===== src/assert_macros.svh =====
// Assertion macros shared by the RTL that checks itself.
`ifndef ASSERT_MACROS_SVH
`define ASSERT_MACROS_SVH

// Checked at every clock edge, masked while reset is asserted.
`define ASSERT_CLK(lbl, prop, msg) \
  lbl: assert property (@(posedge clk_i) disable iff (!rst_ni) prop) else $error(msg);

// Checked at every clock edge, including during reset.
`define ASSERT_RST(lbl, prop, msg) \
  lbl: assert property (@(posedge clk_i) prop) else $error(msg);

`endif


===== src/gce_pkg.sv =====
// Shared types and constants for the glyph color expander.
`timescale 1ns / 1ps
`default_nettype none

package gce_pkg;

  localparam int PIXELS_PER_BYTE = 8;
  localparam int LANES           = PIXELS_PER_BYTE / 2;
  localparam int LANE_IDX_W      = $clog2(LANES);
  localparam int PIX_W           = 16;
  localparam int ADDR_W          = 32;
  localparam int WORD_W          = 32;
  localparam int CNT_W           = 4;

  typedef enum logic [0:0] {
    CFG_FRAME_BASE  = 1'b0,
    CFG_LINE_STRIDE = 1'b1
  } cfg_reg_e;

  // One framebuffer write as produced by a lane.
  typedef struct packed {
    logic [ADDR_W-1:0] addr;
    logic [WORD_W-1:0] data;
    logic              half;
    logic              last;
    logic              present;
  } lane_res_t;

endpackage

`default_nettype wire


===== src/gce_lane.sv =====
// One pixel-pair lane: builds the word, address and flags for its pair.
`timescale 1ns / 1ps
`default_nettype none

module gce_lane (
  input  logic [gce_pkg::LANE_IDX_W-1:0] lane_i,
  input  logic [1:0]                     pair_bits_i,  // [1] earlier pixel
  input  logic [gce_pkg::CNT_W-1:0]      count_i,
  input  logic [gce_pkg::PIX_W-1:0]      fg_i,
  input  logic [gce_pkg::PIX_W-1:0]      bg_i,
  input  logic [gce_pkg::ADDR_W-1:0]     addr_i,
  output gce_pkg::lane_res_t             res_o
);
  import gce_pkg::*;

  logic [CNT_W-1:0] first_pix;
  logic [PIX_W-1:0] lo_pix;
  logic [PIX_W-1:0] hi_pix;
  logic             half;

  assign first_pix = CNT_W'({lane_i, 1'b0});
  assign half      = (count_i == first_pix + CNT_W'(1));
  assign lo_pix    = pair_bits_i[1] ? fg_i : bg_i;
  assign hi_pix    = pair_bits_i[0] ? fg_i : bg_i;

  always_comb begin
    res_o.present = (count_i > first_pix);
    res_o.half    = half;
    res_o.last    = half || (count_i == first_pix + CNT_W'(2));
    res_o.data    = half ? {{PIX_W{1'b0}}, lo_pix} : {hi_pix, lo_pix};
    res_o.addr    = addr_i + ADDR_W'({lane_i, 2'b00});
  end

endmodule

`default_nettype wire


===== src/gce_merge.sv =====
// Merge stage: holds the lane results of one byte and sends them in order.
`timescale 1ns / 1ps
`default_nettype none

module gce_merge (
  input  logic                          clk_i,
  input  logic                          rst_ni,
  input  logic                          load_i,
  input  gce_pkg::lane_res_t            lanes_i [gce_pkg::LANES],
  input  logic                          out_ready_i,
  output logic                          out_valid_o,
  output gce_pkg::lane_res_t            out_res_o,
  output logic                          can_load_o
);
  import gce_pkg::*;

  lane_res_t             lanes_q [LANES];
  logic [LANE_IDX_W-1:0] idx_q, idx_d;
  logic                  valid_q, valid_d;
  logic                  fire;

  assign out_res_o   = lanes_q[idx_q];
  assign out_valid_o = valid_q;
  assign fire        = valid_q && out_ready_i;
  // Free once empty or while the final word of the byte leaves.
  assign can_load_o  = !valid_q || (out_ready_i && out_res_o.last);

  always_comb begin
    idx_d   = idx_q;
    valid_d = valid_q;
    if (load_i) begin
      idx_d   = '0;
      valid_d = lanes_i[0].present;
    end else if (fire) begin
      if (out_res_o.last) begin
        valid_d = 1'b0;
      end else begin
        idx_d = idx_q + LANE_IDX_W'(1);
      end
    end
  end

  always_ff @(posedge clk_i or negedge rst_ni) begin
    if (!rst_ni) begin
      idx_q   <= '0;
      valid_q <= 1'b0;
    end else begin
      idx_q   <= idx_d;
      valid_q <= valid_d;
    end
  end

  always_ff @(posedge clk_i) begin
    if (load_i) begin
      lanes_q <= lanes_i;
    end
  end

endmodule

`default_nettype wire


===== src/glyph_color_expand_16bpp_core.sv =====
// Top level of the 16 bpp monochrome glyph color expander.
// Usage:
//  - Configuration: write frame_base (index 0) and line_stride (index 1) through
//    cfg_we_i / cfg_idx_i / cfg_wdata_i while the block is idle. Both reset to 0.
//  - Input stream (s_axis): one word per glyph byte with its pixel count, x, y
//    and the resolved foreground and background RGB565 pixels.
//  - Output stream (m_axis): one framebuffer write per word. tdata carries the
//    byte address and the data (earlier pixel in the low half), tuser marks a
//    halfword write, tlast marks the final write of the glyph byte.
//  - Path: an accepted byte passes one register after the stride*y multiply,
//    then the merge buffer.
//  - Writes: ceil(count/2) per byte, at most 4, sent through the single output
//    port that drains one write per cycle while m_axis_tready is high. The next
//    byte loads into the merge buffer in the same cycle that the final write of
//    the current one is taken, so a saturated stream runs with no gaps.
//    A pixel count of zero produces no writes but still passes through the
//    input register; counts above eight act as eight.
//  - Backpressure: when m_axis_tready is low, the current write holds, the
//    input register fills and s_axis_tready then drops.
//  - Reset (rst_ni low, async): all in-flight words are dropped, both streams
//    go idle and the configuration registers clear.
`timescale 1ns / 1ps
`default_nettype none

module glyph_color_expand_16bpp_core #(
  parameter int COORD_BITS = 12
) (
  input  logic                clk_i,
  input  logic                rst_ni,
  // configuration write port
  input  logic                cfg_we_i,
  input  logic [0:0]          cfg_idx_i,
  input  logic [31:0]         cfg_wdata_i,
  // input stream
  input  logic                s_axis_tvalid,
  output logic                s_axis_tready,
  // glyph_bits, pixel_count, pos_x, pos_y, fg_pixel, bg_pixel, zero pad
  input  logic [((44 + 2*COORD_BITS + 7) / 8) * 8 - 1:0] s_axis_tdata,
  // output stream
  output logic                m_axis_tvalid,
  input  logic                m_axis_tready,
  output logic [63:0]         m_axis_tdata,   // write_address, write_data
  output logic [0:0]          m_axis_tuser,   // halfword_only
  output logic                m_axis_tlast    // last
);
  import gce_pkg::*;

  `include "assert_macros.svh"

  // Input word layout, lowest bit first.
  localparam int OFS_BITS  = 0;
  localparam int OFS_CNT   = OFS_BITS + PIXELS_PER_BYTE;
  localparam int OFS_X     = OFS_CNT + CNT_W;
  localparam int OFS_Y     = OFS_X + COORD_BITS;
  localparam int OFS_FG    = OFS_Y + COORD_BITS;
  localparam int OFS_BG    = OFS_FG + PIX_W;
  localparam int STRIDE_W  = 16;
  localparam int PROD_W    = STRIDE_W + COORD_BITS;

  // Configuration registers.
  logic [ADDR_W-1:0]   frame_base_q;
  logic [STRIDE_W-1:0] line_stride_q;

  always_ff @(posedge clk_i or negedge rst_ni) begin
    if (!rst_ni) begin
      frame_base_q  <= '0;
      line_stride_q <= '0;
    end else if (cfg_we_i) begin
      case (cfg_reg_e'(cfg_idx_i))
        CFG_FRAME_BASE:  frame_base_q  <= cfg_wdata_i;
        CFG_LINE_STRIDE: line_stride_q <= cfg_wdata_i[STRIDE_W-1:0];
        default: ;
      endcase
    end
  end

  // Field unpacking.
  logic [PIXELS_PER_BYTE-1:0] in_bits;
  logic [CNT_W-1:0]           in_cnt, in_cnt_sat;
  logic [COORD_BITS-1:0]      in_x, in_y;
  logic [PIX_W-1:0]           in_fg, in_bg;

  assign in_bits    = s_axis_tdata[OFS_BITS +: PIXELS_PER_BYTE];
  assign in_cnt     = s_axis_tdata[OFS_CNT +: CNT_W];
  assign in_x       = s_axis_tdata[OFS_X +: COORD_BITS];
  assign in_y       = s_axis_tdata[OFS_Y +: COORD_BITS];
  assign in_fg      = s_axis_tdata[OFS_FG +: PIX_W];
  assign in_bg      = s_axis_tdata[OFS_BG +: PIX_W];
  assign in_cnt_sat = (in_cnt > CNT_W'(PIXELS_PER_BYTE)) ? CNT_W'(PIXELS_PER_BYTE) : in_cnt;

  // Stage 1: input register with the line offset product.
  logic                       s1_valid_q, s1_valid_d;
  logic [PIXELS_PER_BYTE-1:0] s1_bits_q;
  logic [CNT_W-1:0]           s1_cnt_q;
  logic [COORD_BITS-1:0]      s1_x_q;
  logic [PROD_W-1:0]          s1_prod_q, s1_prod_d;
  logic [PIX_W-1:0]           s1_fg_q, s1_bg_q;
  logic                       in_fire, load;

  assign s_axis_tready = !s1_valid_q || load;
  assign in_fire       = s_axis_tvalid && s_axis_tready;
  assign s1_prod_d     = PROD_W'(line_stride_q) * PROD_W'(in_y);

  always_comb begin
    s1_valid_d = s1_valid_q;
    if (in_fire) begin
      s1_valid_d = 1'b1;
    end else if (load) begin
      s1_valid_d = 1'b0;
    end
  end

  always_ff @(posedge clk_i or negedge rst_ni) begin
    if (!rst_ni) begin
      s1_valid_q <= 1'b0;
    end else begin
      s1_valid_q <= s1_valid_d;
    end
  end

  always_ff @(posedge clk_i) begin
    if (in_fire) begin
      s1_bits_q <= in_bits;
      s1_cnt_q  <= in_cnt_sat;
      s1_x_q    <= in_x;
      s1_prod_q <= s1_prod_d;
      s1_fg_q   <= in_fg;
      s1_bg_q   <= in_bg;
    end
  end

  // Start address of the byte, wraps mod 2^32.
  logic [ADDR_W-1:0] start_addr;
  assign start_addr = frame_base_q + ADDR_W'(s1_prod_q) + ADDR_W'({s1_x_q, 1'b0});

  // Lanes: lane k handles pixels 2k and 2k+1, taken from the MSB down.
  lane_res_t lane_res [LANES];

  for (genvar k = 0; k < LANES; k++) begin : g_lane
    gce_lane u_lane (
      .lane_i      (LANE_IDX_W'(k)),
      .pair_bits_i (s1_bits_q[PIXELS_PER_BYTE-1-2*k -: 2]),
      .count_i     (s1_cnt_q),
      .fg_i        (s1_fg_q),
      .bg_i        (s1_bg_q),
      .addr_i      (start_addr),
      .res_o       (lane_res[k])
    );
  end

  // Merge stage and output.
  logic      can_load;
  lane_res_t out_res;

  assign load = s1_valid_q && can_load;

  gce_merge u_merge (
    .clk_i       (clk_i),
    .rst_ni      (rst_ni),
    .load_i      (load),
    .lanes_i     (lane_res),
    .out_ready_i (m_axis_tready),
    .out_valid_o (m_axis_tvalid),
    .out_res_o   (out_res),
    .can_load_o  (can_load)
  );

  assign m_axis_tdata = {out_res.data, out_res.addr};
  assign m_axis_tuser = out_res.half;
  assign m_axis_tlast = out_res.last;

  // Checks.
  logic              out_half, out_step;
  logic [ADDR_W-1:0] out_addr, addr_inc;

  assign out_half = m_axis_tvalid && m_axis_tuser[0];
  assign out_step = m_axis_tvalid && m_axis_tready && !m_axis_tlast;
  assign out_addr = m_axis_tdata[ADDR_W-1:0];
  assign addr_inc = out_addr + ADDR_W'(4);

  `ASSERT_RST(a_idle_in_reset, !rst_ni |=> !m_axis_tvalid, "output valid during reset")
  `ASSERT_CLK(a_half_is_last, out_half |-> m_axis_tlast, "halfword not last")
  `ASSERT_CLK(a_half_upper_zero, out_half |-> m_axis_tdata[63:48] == 16'h0, "halfword upper set")
  `ASSERT_CLK(a_addr_step, out_step |=> m_axis_tvalid && out_addr == $past(addr_inc), "bad step")

endmodule

`default_nettype wire


===== config.mk =====
export PLATFORM = sky130hd
export DESIGN_NAME = glyph_color_expand_16bpp_core
export DESIGN_NICKNAME = d
export VERILOG_FILES = /design/src/gce_pkg.sv /design/src/gce_lane.sv /design/src/gce_merge.sv /design/src/glyph_color_expand_16bpp_core.sv
export VERILOG_INCLUDE_DIRS = /design/src /design/src/src
export SDC_FILE = /design/constraint.sdc
export NUM_CORES = 1
export LEC_CHECK = 0
export BUFFER_PORTS_ARGS = -buffer_cell sky130_fd_sc_hd__buf_2
export CORE_MARGIN = 8
export CORE_UTILIZATION = 45
export DETAILED_ROUTE_END_ITERATION = 7
export GPL_TIMING_DRIVEN = 1
export PLACE_DENSITY_LB_ADDON = 0.05
export SYNTH_ARGS = -nofsm -noshare
export SYNTH_HDL_FRONTEND = slang
export SYNTH_SLANG_ARGS = --single-unit

===== constraint.sdc =====
create_clock -name clk_i -period 14 [get_ports clk_i]
set_input_delay 1.4 -clock clk_i [delete_from_list [all_inputs] [get_ports clk_i]]
set_output_delay 1.4 -clock clk_i [all_outputs]
set_load 0.01 [all_outputs]

==> impl_metrics.env <==
export IMPL_status="completed"
export IMPL_ys_async_sr_fraction_pct=13.3
export IMPL_multiInputGateArea_sq_um=13000
export IMPL_start_kind="input pin"
export IMPL_numCtsBuffers=46
export IMPL_relSlewSlack_pct=21.3
export IMPL_hold_buffers=0
export IMPL_cts_sinks=392
export IMPL_grt_pass1_vias=16700
export IMPL_setup_tns_ps=0
export IMPL_ctsResizeCount=0
export IMPL_yosys_warnings=0
export IMPL_endpoint_kind="flip-flop"
export IMPL_worstPathRequired_ps=14330
export IMPL_num_rows=87
export IMPL_dp_hpwl_mm=43.8
export IMPL_yosysSeqAreaShare_pct=44.9
export IMPL_yosys_register_bits=392
export IMPL_nets=2590
export IMPL_rsz0062_at_grt="no"
export IMPL_slew_violations=0
export IMPL_vias_per_cell=5.35
export IMPL_netlist_area_sq_um=25600
export IMPL_start_util_pct=45.5
export IMPL_dr_pass1_iters=5
export IMPL_hp_class="reg -> reg"
export IMPL_dp_cells=2920
export IMPL_drive_above_1_share_pct=21.0
export IMPL_antenna_found_initial=0
export IMPL_tightest_slew_ps=1180
export IMPL_final_common_cell="edfxtp_1"
export IMPL_finalSetupViolCount=0
export IMPL_cts_setup_buffers=0
export IMPL_min_period_ps=7050
export IMPL_cap_violations=0
export IMPL_io_pins=178
export IMPL_syn_avg_cell_area_sq_um=12.4
export IMPL_die_h_microns=255
export IMPL_ctsHtreeMaxLevel=2
export IMPL_yosys_most_used_dff="edfxtp_1"
export IMPL_worstSetupPathType="in -> reg"
export IMPL_arrival_ps=7380
export IMPL_seq_area_sq_um=11500
export IMPL_finalHoldViolCount=0
export IMPL_fillers=5037
export IMPL_antenna_cells=0
export IMPL_insertion_delay_ps=600
export IMPL_final_cell_mix="edfxtp_1, inv_1, nand2_1, buf_2, fa_1"
export IMPL_drt_iter0_drc=868
export IMPL_place_congestion=0.821
export IMPL_vias=16100
export IMPL_fin_cells=3004
export IMPL_synth_cells=2069
export IMPL_fp_dieW_microns=255
export IMPL_postRouteAntennaNets=0
export IMPL_grtUsageTotal_pct=18.7
export IMPL_io_buffers=173
export IMPL_wl_per_cell_microns=20.3
export IMPL_fmax_ghz=0.142
export IMPL_core_sq_um=56400
export IMPL_dieArea_sq_um=64900
export IMPL_area_delta_synth_final_pct=11.9
export IMPL_cts_root_buf="clkbuf_16"
export IMPL_synth_edf_count=340
export IMPL_grt_pass1_wl_mm=95.1
export IMPL_tritoncts="built"
export IMPL_synth_nets=2447
export IMPL_yosysUniqueCellTypes=84
export IMPL_grt_max_degree=185
export IMPL_wirelength_mm=61.1
export IMPL_path_max_fanout=16
export IMPL_fin_crit_sh_pct=50.4
export IMPL_drc=0
export IMPL_clock_path_buffers=3
export IMPL_clk_pin_slew_worst_paths_ps=50
export IMPL_globalRouteOverflowTotal=0
export IMPL_fin_worst_skew_ps=26.9
state kept, by name (all words and copies together), names as in the netlist:
register             flops
s1_valid_q               1
frame_base_q            32
u_merge.lanes_q        256
s1_bits_q                8
s1_cnt_q                 4
u_merge.out_valid_o      1
line_stride_q           16
s1_prod_q               28
s1_bg_q                 16
s1_fg_q                 16
s1_x_q                  12
u_merge.idx_q            2
worst max-delay path, stage by stage:
cell and delay [ps]:
buf_2 310, nand2_1 140, fa_1 550, inv_1 50, fa_1 510, inv_1 50
fa_1 470, fa_1 520, fa_1 540, inv_1 40, ha_1 380, a21o_1 210
nor3b_1 290, nand3b_1 110, o21ai_0 490, o41ai_1 220, o41ai_1 590, o2111ai_1 220
a21oi_1 210, xnor2_1 80
metal layers:
| layer | GRT usage (%) | up-vias | share of wire (%) |
|---|---|---|---|
| met3 | 3.39 | 79 | 5.2 |
| met2 | 31.2 | 327 | 48 |
| met4 | 4.34 | 0 | 2.0 |
| met5 | 0 | - | 0 |
| met1 | 25.5 | 8123 | 45 |
| li1 | - | 7537 | - |
logic make-up after synthesis:
family | Yosys count | share of synthesized area, %
mux | 240 | 13.0
xor+xnor | 119 | 4.26
buf+inv | 308 | 4.54
simple gates | 561 | 10.6
flops | 392 | 44.9
compound gates | 181 | 5.11
fa+ha+maj | 268 | 17.6
path summary, 6_finish.rpt:
check,depth (start not counted),end,slack [ps],start
max reg2reg,19,s1_prod_q[27],7400,line_stride_q[11]
min in group asynchronous,2,s1_valid_q,960,rst_ni
max in group asynchronous,2,u_merge.idx_q[0],12450,rst_ni
min reg2reg,1,frame_base_q[28],510,frame_base_q[28]
min,1,frame_base_q[28],510,frame_base_q[28]
max,20,s1_prod_q[27],6950,s_axis_tdata[29]
per-stage QoR:
step           hold slack [ps]  cell area, sq um  setup WS, ps  utilization, %
2_1_floorplan              487             25600           357               -
3_3_place_gp               500             27300          6440            48.3
3_5_place_dp               507             27300          6420            48.3
4_1_cts                    522             28700          7010            50.9
5_1_grt                    530             28700          6650            50.9
6_report                   514             28700          6950            50.9
synth_stat cells (all sizes together) (4+ instances only):
| library cell | count | area [sq um] |
|---|---|---|
| inv | 214 | 803 |
| o31ai | 7 | 57.6 |
| xnor2 | 90 | 830 |
| a211o | 5 | 43.8 |
| edfxtp | 340 | 10200 |
| buf | 17 | 72.6 |
| xor2 | 29 | 262 |
| nor2 | 144 | 543 |
| and3 | 9 | 61.3 |
| a31oi | 5 | 31.3 |
| nand2 | 183 | 687 |
| o21ai | 35 | 179 |
| o21bai | 4 | 30.0 |
| dfrtp | 52 | 1300 |
| a2111oi | 4 | 41.3 |
| nand3b | 4 | 30.0 |
| a21o | 19 | 143 |
| nor4 | 11 | 81.3 |
| clkbuf | 75 | 282 |
| o21a | 12 | 90.1 |
| ha | 115 | 1440 |
| mux4 | 63 | 1420 |
| nand2b | 13 | 81.3 |
| nor3 | 30 | 165 |
| a21oi | 42 | 214 |
| and2 | 72 | 450 |
| a211oi | 6 | 60.1 |
| a21boi | 4 | 30.0 |
| or3 | 9 | 61.3 |
| nand3 | 30 | 150 |
| mux2i | 65 | 651 |
| nor3b | 6 | 50.1 |
| o211ai | 5 | 37.5 |
| nand4 | 21 | 153 |
| or2 | 7 | 43.8 |
| nor2b | 14 | 87.6 |
| mux2 | 112 | 1260 |
| fa | 153 | 3060 |
cell type report:
class	instances	share of cell area, %
inverters	216	2.83
clock buffers	59	4.25
flip-flops and latches	392	40.1
clock inverters	25	0.759
well taps	756	3.30
repair buffers	187	3.43
multi-input cells	1369	45.3
Power is not shown: default switching activity piles up to over one toggle a cycle in this logic, so the estimate is an artifact.
